--- src/design/complex_number_alu_top_assert.svh ---
// Assertion macros for the complex ALU.
`ifndef COMPLEX_NUMBER_ALU_TOP_ASSERT_SVH
`define COMPLEX_NUMBER_ALU_TOP_ASSERT_SVH
`define CNA_ASSERT_IMPL(lbl, a, c) \
  lbl: assert property (@(posedge clk) disable iff (!rst_n) (a) |-> (c)) \
    else $error("assertion failed");
`define CNA_ASSERT_NEXT(lbl, a, c) \
  lbl: assert property (@(posedge clk) disable iff (!rst_n) (a) |=> (c)) \
    else $error("assertion failed");
`endif

--- src/design/cna_pkg.sv ---
// Package: types, constants and helper functions for the complex ALU.
`default_nettype none
package cna_pkg;
  localparam int DATA_WIDTH_DEF = 32;
  localparam int FRAC_BITS_DEF = 16;
  localparam int CORDIC_STEPS = 31;
  localparam int ISQRT_STEPS = 32;
  localparam int DIV_STEPS = 72;
  localparam logic signed [35:0] PI_Q30 = 36'sd3373259426;

  typedef enum logic [3:0] {
    M_RE, M_IM, M_ABS, M_ARG, M_I, M_CONJ, M_ADD, M_SUB,
    M_MUL, M_DIV, M_NEG, M_EQ, M_NE, M_TO_INT, M_FROM_INT, M_FROM_IMAG
  } mode_t;

  typedef enum logic [1:0] {
    ST_OK = 2'd0, ST_SAT = 2'd1, ST_DIV0 = 2'd2
  } status_t;

  typedef struct packed {
    logic [3:0] mode;
    logic signed [31:0] a_re;
    logic signed [31:0] a_im;
    logic signed [31:0] b_re;
    logic signed [31:0] b_im;
  } in_t;

  typedef struct packed {
    logic signed [31:0] res_re;
    logic signed [31:0] res_im;
    logic truth;
    logic [1:0] status;
  } out_t;

  // Per-item working set that travels down the cell chain.
  typedef struct packed {
    logic vld;
    logic [3:0] mode;
    logic signed [31:0] ar;
    logic signed [31:0] ai;
    logic signed [31:0] br;
    logic signed [31:0] bi;
    // isqrt
    logic [63:0] sq_v;
    logic [63:0] sq_res;
    // cordic
    logic signed [35:0] cx;
    logic signed [35:0] cy;
    logic signed [37:0] cz;
    // divide: restoring, shared by both parts
    logic [63:0] dv_d;
    logic [135:0] dv_re_r;
    logic [71:0] dv_re_q;
    logic dv_re_n;
    logic [135:0] dv_im_r;
    logic [71:0] dv_im_q;
    logic dv_im_n;
  } work_t;

  function automatic logic [31:0] atan_q30(input int i);
    case (i)
      0: atan_q30 = 32'd843314857;
      1: atan_q30 = 32'd497837829;
      2: atan_q30 = 32'd263043837;
      3: atan_q30 = 32'd133525159;
      4: atan_q30 = 32'd67021687;
      5: atan_q30 = 32'd33543516;
      6: atan_q30 = 32'd16775851;
      7: atan_q30 = 32'd8388437;
      8: atan_q30 = 32'd4194283;
      9: atan_q30 = 32'd2097149;
      default: atan_q30 = (i < 31) ? (32'd1 << (30 - i)) : 32'd0;
    endcase
  endfunction
endpackage
`default_nettype wire

--- src/design/cna_cell.sv ---
// One cell of the chain: one isqrt step (IDX < 32), one CORDIC step (IDX < 31), one divide step.
`default_nettype none
module cna_cell #(
  parameter int IDX = 0
) (
  input  wire logic clk,
  input  wire logic rst_n,
  input  wire logic en,
  input  wire cna_pkg::work_t w_in,
  output cna_pkg::work_t w_out
);
  import cna_pkg::*;

  work_t w_r, w_nxt;

  always_comb begin
    logic [63:0] bit_v;
    logic signed [35:0] xs, ys;
    logic [135:0] dsh;
    bit_v = '0;
    xs = '0;
    ys = '0;
    dsh = '0;
    w_nxt = w_in;
    if (IDX < ISQRT_STEPS) begin
      bit_v = 64'd1 << (62 - 2 * IDX);
      if (w_in.sq_v >= w_in.sq_res + bit_v) begin
        w_nxt.sq_v = w_in.sq_v - (w_in.sq_res + bit_v);
        w_nxt.sq_res = (w_in.sq_res >> 1) + bit_v;
      end else begin
        w_nxt.sq_res = w_in.sq_res >> 1;
      end
    end
    if (IDX < CORDIC_STEPS) begin
      xs = w_in.cx >>> IDX;
      ys = w_in.cy >>> IDX;
      if (w_in.cy > 0) begin
        w_nxt.cx = w_in.cx + ys;
        w_nxt.cy = w_in.cy - xs;
        w_nxt.cz = w_in.cz + 38'(atan_q30(IDX));
      end else if (w_in.cy < 0) begin
        w_nxt.cx = w_in.cx - ys;
        w_nxt.cy = w_in.cy + xs;
        w_nxt.cz = w_in.cz - 38'(atan_q30(IDX));
      end
    end
    if (IDX < DIV_STEPS) begin
      dsh = {w_in.dv_d, 72'd0} >> (IDX + 1);
      w_nxt.dv_re_q = {w_in.dv_re_q[70:0], 1'b0};
      w_nxt.dv_im_q = {w_in.dv_im_q[70:0], 1'b0};
      if (w_in.dv_re_r >= dsh) begin
        w_nxt.dv_re_r = w_in.dv_re_r - dsh;
        w_nxt.dv_re_q[0] = 1'b1;
      end
      if (w_in.dv_im_r >= dsh) begin
        w_nxt.dv_im_r = w_in.dv_im_r - dsh;
        w_nxt.dv_im_q[0] = 1'b1;
      end
    end
  end

  always_ff @(posedge clk) begin
    if (!rst_n) begin
      w_r.vld <= 1'b0;
    end else if (en) begin
      w_r <= w_nxt;
    end
  end

  assign w_out = w_r;
endmodule
`default_nettype wire

--- config.mk ---
export PLATFORM = sky130hd
export DESIGN_NAME = cna_cell
export DESIGN_NICKNAME = d
export VERILOG_FILES = /design/src/design/complex_number_alu_top_assert.svh /design/src/design/cna_pkg.sv /design/src/design/cna_cell.sv
export SDC_FILE = /design/constraint.sdc
export NUM_CORES = 2
export LEC_CHECK = 0
export ABC_AREA = 1
export BUFFER_PORTS_ARGS = -buffer_cell sky130_fd_sc_hd__buf_2
export CORE_AREA = 2 2 671 673
export DETAILED_ROUTE_END_ITERATION = 6
export DIE_AREA = 0 0 673 675
export PLACE_DENSITY = 0.3
export SLEW_MARGIN = 20
export SYNTH_ARGS = -nofsm -noshare
export SYNTH_HDL_FRONTEND = slang
export SYNTH_SLANG_ARGS = --single-unit
--- constraint.sdc ---
create_clock -name clk -period 19.3 [get_ports clk]
set_clock_uncertainty 0.2 [all_clocks]
set_input_delay 0.965 -clock clk [delete_from_list [all_inputs] [get_ports clk]]
set_output_delay 0.965 -clock clk [all_outputs]
set_load 0.02 [all_outputs]
==> implementation parameters <==
Parameter                              Value

Floorplan
  Die outline area ... 454000 um2
  Core Region ... 447000 um2
  Initial cell density of the core ... 0.130
  Die X-Extent ... 673 um
  Die outline height ... 675 um
  I/O pin total ... 1709
  Row cnt ... 246

Worst setup path
  Endpoint type of the worst setup path ... register
  R2R Setup Slk ... 18470 ps
  Worst Reg-to-Reg Cells ... 2
  Startpoint of the worst register-to-register path ... w_out[852]
  Highest-delay cell along the critical path ... sky130_fd_sc_hd__o21ai_0
  Critical path depth in cells ... 16
  Class of the most critical setup path ... in2reg
  Critical path buffers and inverters ... 4
  Slowest cell delay on critical path ... 760 ps
  Sequence of cells on the critical path ... dlygate4sd3_1 -> buf_2 -> inv_1 -> ha_1 -> nand2_1 -> nor2_1 -> nand2_1 -> nand2_1 -> nand2_1 -> nand2_1 -> nand2_1 -> nand2_1 -> nand2_2 -> nand3_4 -> buf_4 -> o21ai_0
  Worst Path Max Fanout ... 56
  Data required time at the worst endpoint ... 19620 ps
  Crit path top cell by count ... sky130_fd_sc_hd__nand2_1
  Critical Path Source Type ... input port
  Critical Path AT ... 5800 ps
  Crit path launch ... w_in[596]
  Family of cells with the greatest summed delay on the critical path ... simple AND/OR/NAND/NOR gates

Timing
  Final period utilization ... 0.284
  Worst relative slew slack ... 0.288
  Final Hold Vio Count ... 0
  Unrepaired setup endpoints after global routing ... false
  Final count of pins violating max slew ... 0
  Setup violation total in the final timing report ... 0
  Slew at the pin closest to its max-slew limit ... 1060 ps
  Final TNS setup ... 0 ps
  Worst Hold Margin ... 84.6 ps
  Final worst path period need ... 5480 ps
  Maximum operating frequency ... 0.182 GHz

CTS
  Root Driver ... sky130_fd_sc_hd__clkbuf_16
  Level count of the clock H-tree ... 3
  Post-CTS repair timing setup buffer count ... 0
  CTS buffer count ... 121
  Clock net sink count ... 853
  Resize count post-CTS ... 0
  CTS tree ... built
  Clock insertion delay at the later pin of the skew report ... 850 ps
  Clock-pin slew on the worst setup and hold paths ... 60 ps
  Bufs on Longest Clock Path ... 4

Job
  Count of maximum capacitance violations ... 0

Global routing
  Vias in the first global route ... 59400
  Wire length of the first global-routing pass ... 527 mm
  Overflow left after global routing ... 0
  Number of antenna violations at the first check in global routing ... 165
  Pin count of the biggest net entering global routing ... 74
  Global-route total usage across every layer ... 0.169

Drt
  DR iter-0 viols ... 4486
  Average vias per placed instance ... 3.75
  Post-route antenna net violation count ... 0
  Vias ... 60700
  Routed WL per cell ... 24.9 um
  Number of iterations in the first detailed-routing pass ... 6
  Final wirelength ... 402 mm
  Detailed-route DRC error count ... 0

Min path
  Min-Delay Startpoint ... w_in[653]
  Path category of the worst min-delay check ... in2reg
  Hold depth ... 1

Final layout
  FF+latch area ... 25600 um2
  Fraction of final layout cells with drive strength greater than 1 ... 0.191
  Number of fillers in the final layout ... 51500
  Multi-input combinational cell area ... 26300 um2
  Final Util ... 0.181
  Synth-to-Final Area Change ... 39.0%
  Net count, final ... 11200
  Number of flip-flops in the largest register ... 853
  Layout Cell Area excl Fill ... 81100 um2

Power
  PnR Total Power ... 0.00638 W
  Total internal power ... 0.00398 W
  IR Drop Worst-Case VDD ... 0.0876 mV
  Switching power summed over all nets ... 0.00240 W
  Share of total power in the clock network ... 0.350
  Relative contribution of sequential cells to total power ... 0.363
  Power Density ... 78.7 nW/um2
  Combinational Power Share ... 0.288
  Leak pwr ... 39.8 nW
  Switching share of total power ... 0.377

Placement
  Placed standard-cell area ... 74000 um2
  Port-buffer cells ... 1706
  Placed wire-length estimate ... 350 mm
  Routability-driven placement congestion ratio ... 0.901

Yosys
  Synth unique cells ... 45
  Synth Flop Type ... sky130_fd_sc_hd__edfxtp_1
  Fraction of synthesized cell area taken by the top area cell type ... 0.439
  Syn Area/Cell ... 7.27 um2
  Top area cells in the synthesized netlist ... sky130_fd_sc_hd__edfxtp_1 (44%), sky130_fd_sc_hd__nand2_1 (19%), sky130_fd_sc_hd__inv_1 (9.9%)
  Area of the mapped netlist ... 58300 um2
  Number of flip-flops and latches in the synthesized netlist ... 853
  Synth async-reset ratio ... 0
  Warnings, synthesis ... 0
  Number of enable flip-flop cells after synthesis ... 852
  Library cell occupying the most area in the post-synthesis netlist ... sky130_fd_sc_hd__edfxtp_1
  Post-synth net total ... 9183
  Share of synthesized area occupied by flip-flops and latches ... 0.439
  Count of mapped cells out of synthesis ... 8021

Run status
  Outcome ... complete, no violations
## through the flow
step,setup WS [ps],cells
detailed placement,13190,15600
finish,13820,16200
floorplan,635,8021
global placement,13120,15600
CTS,13850,16100
global route,13620,16100
## synth_stat cells, types with 8 or more instances
master / number
sky130_fd_sc_hd__o211ai_1: 14
sky130_fd_sc_hd__xor2_1: 138
sky130_fd_sc_hd__nor2_1: 650
sky130_fd_sc_hd__buf_1: 11
sky130_fd_sc_hd__o21ai_1: 9
sky130_fd_sc_hd__nor4_1: 34
sky130_fd_sc_hd__a21oi_1: 311
sky130_fd_sc_hd__nor3_1: 69
sky130_fd_sc_hd__o21bai_1: 24
sky130_fd_sc_hd__and3_1: 8
sky130_fd_sc_hd__o21ai_0: 198
sky130_fd_sc_hd__edfxtp_1: 852
sky130_fd_sc_hd__clkbuf_1: 64
sky130_fd_sc_hd__nand3_1: 538
sky130_fd_sc_hd__nand3b_1: 29
sky130_fd_sc_hd__buf_6: 8
sky130_fd_sc_hd__o221ai_1: 10
sky130_fd_sc_hd__nand4_1: 104
sky130_fd_sc_hd__nand2_1: 2990
sky130_fd_sc_hd__inv_1: 1541
sky130_fd_sc_hd__buf_2: 43
sky130_fd_sc_hd__ha_1: 300
## cells in the final DEF (no fill, tap or decap), types with 5 or more instances in the layout
cell type / netlist / routed
sky130_fd_sc_hd__nand2_1: 2990 / 2986
sky130_fd_sc_hd__buf_2: 43 / 1706
sky130_fd_sc_hd__inv_1: 1541 / 1540
sky130_fd_sc_hd__edfxtp_1: 852 / 852
sky130_fd_sc_hd__nor2_1: 650 / 647
sky130_fd_sc_hd__nand3_1: 538 / 538
sky130_fd_sc_hd__dlygate4sd3_1: 0 / 318
sky130_fd_sc_hd__a21oi_1: 311 / 311
sky130_fd_sc_hd__ha_1: 300 / 300
sky130_fd_sc_hd__o21ai_0: 198 / 198
sky130_fd_sc_hd__xor2_1: 138 / 138
sky130_fd_sc_hd__clkbuf_16: 0 / 121
sky130_fd_sc_hd__nand4_1: 104 / 104
sky130_fd_sc_hd__nor3_1: 69 / 69
sky130_fd_sc_hd__diode_2: 0 / 55
sky130_fd_sc_hd__buf_4: 7 / 37
sky130_fd_sc_hd__nor4_1: 34 / 34
sky130_fd_sc_hd__nand3b_1: 29 / 29
sky130_fd_sc_hd__clkinv_1: 2 / 26
sky130_fd_sc_hd__clkbuf_1: 64 / 25
sky130_fd_sc_hd__o21bai_1: 24 / 24
sky130_fd_sc_hd__clkinv_2: 0 / 17
sky130_fd_sc_hd__o211ai_1: 14 / 14
sky130_fd_sc_hd__o221ai_1: 10 / 10
sky130_fd_sc_hd__and3_1: 8 / 8
sky130_fd_sc_hd__o21ai_1: 9 / 8
sky130_fd_sc_hd__a21o_1: 7 / 7
sky130_fd_sc_hd__inv_6: 0 / 7
sky130_fd_sc_hd__clkinvlp_4: 0 / 7
sky130_fd_sc_hd__bufinv_16: 0 / 7
sky130_fd_sc_hd__or2_2: 6 / 6
sky130_fd_sc_hd__and2_1: 6 / 6
sky130_fd_sc_hd__inv_2: 6 / 6
sky130_fd_sc_hd__fa_1: 6 / 6
sky130_fd_sc_hd__a31oi_1: 5 / 5
sky130_fd_sc_hd__o22ai_1: 5 / 5
## cell type report
type / instances / share of cell area
multi-input cells: 5486 / 0.325
flip-flops and latches: 853 / 0.316
clock buffers: 146 / 0.0385
diodes: 55 / 0.00170
inverters: 1549 / 0.0718
well taps: 5952 / 0.0918
clock inverters: 70 / 0.00762
repair buffers: 2061 / 0.148
## path summary, 6_finish.rpt
| path | to |
|---|---|
| min reg2reg | w_out[852] |
| max | w_out[687] |
| min | w_out[652] |
| max reg2reg | w_out[852] |
## kinds of logic after synthesis
logic type	after synthesis	share of synthesized area
simple gates	4443	0.308
buf+inv	1682	0.111
flops	853	0.439
compound gates	595	0.0544
fa+ha+maj	306	0.0664
xor+xnor	142	0.0213
## power groups by stage
stage	Sequential [W]	Combinational [W]	Clock, W
after CTS	0.00232	0.00186	0.00234
after detailed placement	0.00235	0.00179	0
after floorplan	0.00256	0.000746	0
final	0.00231	0.00184	0.00223
after global routing	0.00233	0.00199	0.00239
after global placement	0.00236	0.00181	0
## worst reg2reg max path, delay by kind of cell, from the launching register on
kind	cells	cell delay, ps
compound gates	2	220
flops	1	310
## repair_timing
item,4_1_cts,5_1_grt
setup endpoints to repair,0,0
hold endpoints to repair,318,0
hold buffers,318,0
## layer usage
metal	vias to the layer above	GRT usage	wire [um]
met5	-	0	278
met4	46	0.0351	8760
met3	403	0.0334	25800
met2	1936	0.292	192000
met1	28800	0.218	175000
li1	29500	-	-
Power figures use the tool's default switching activity.
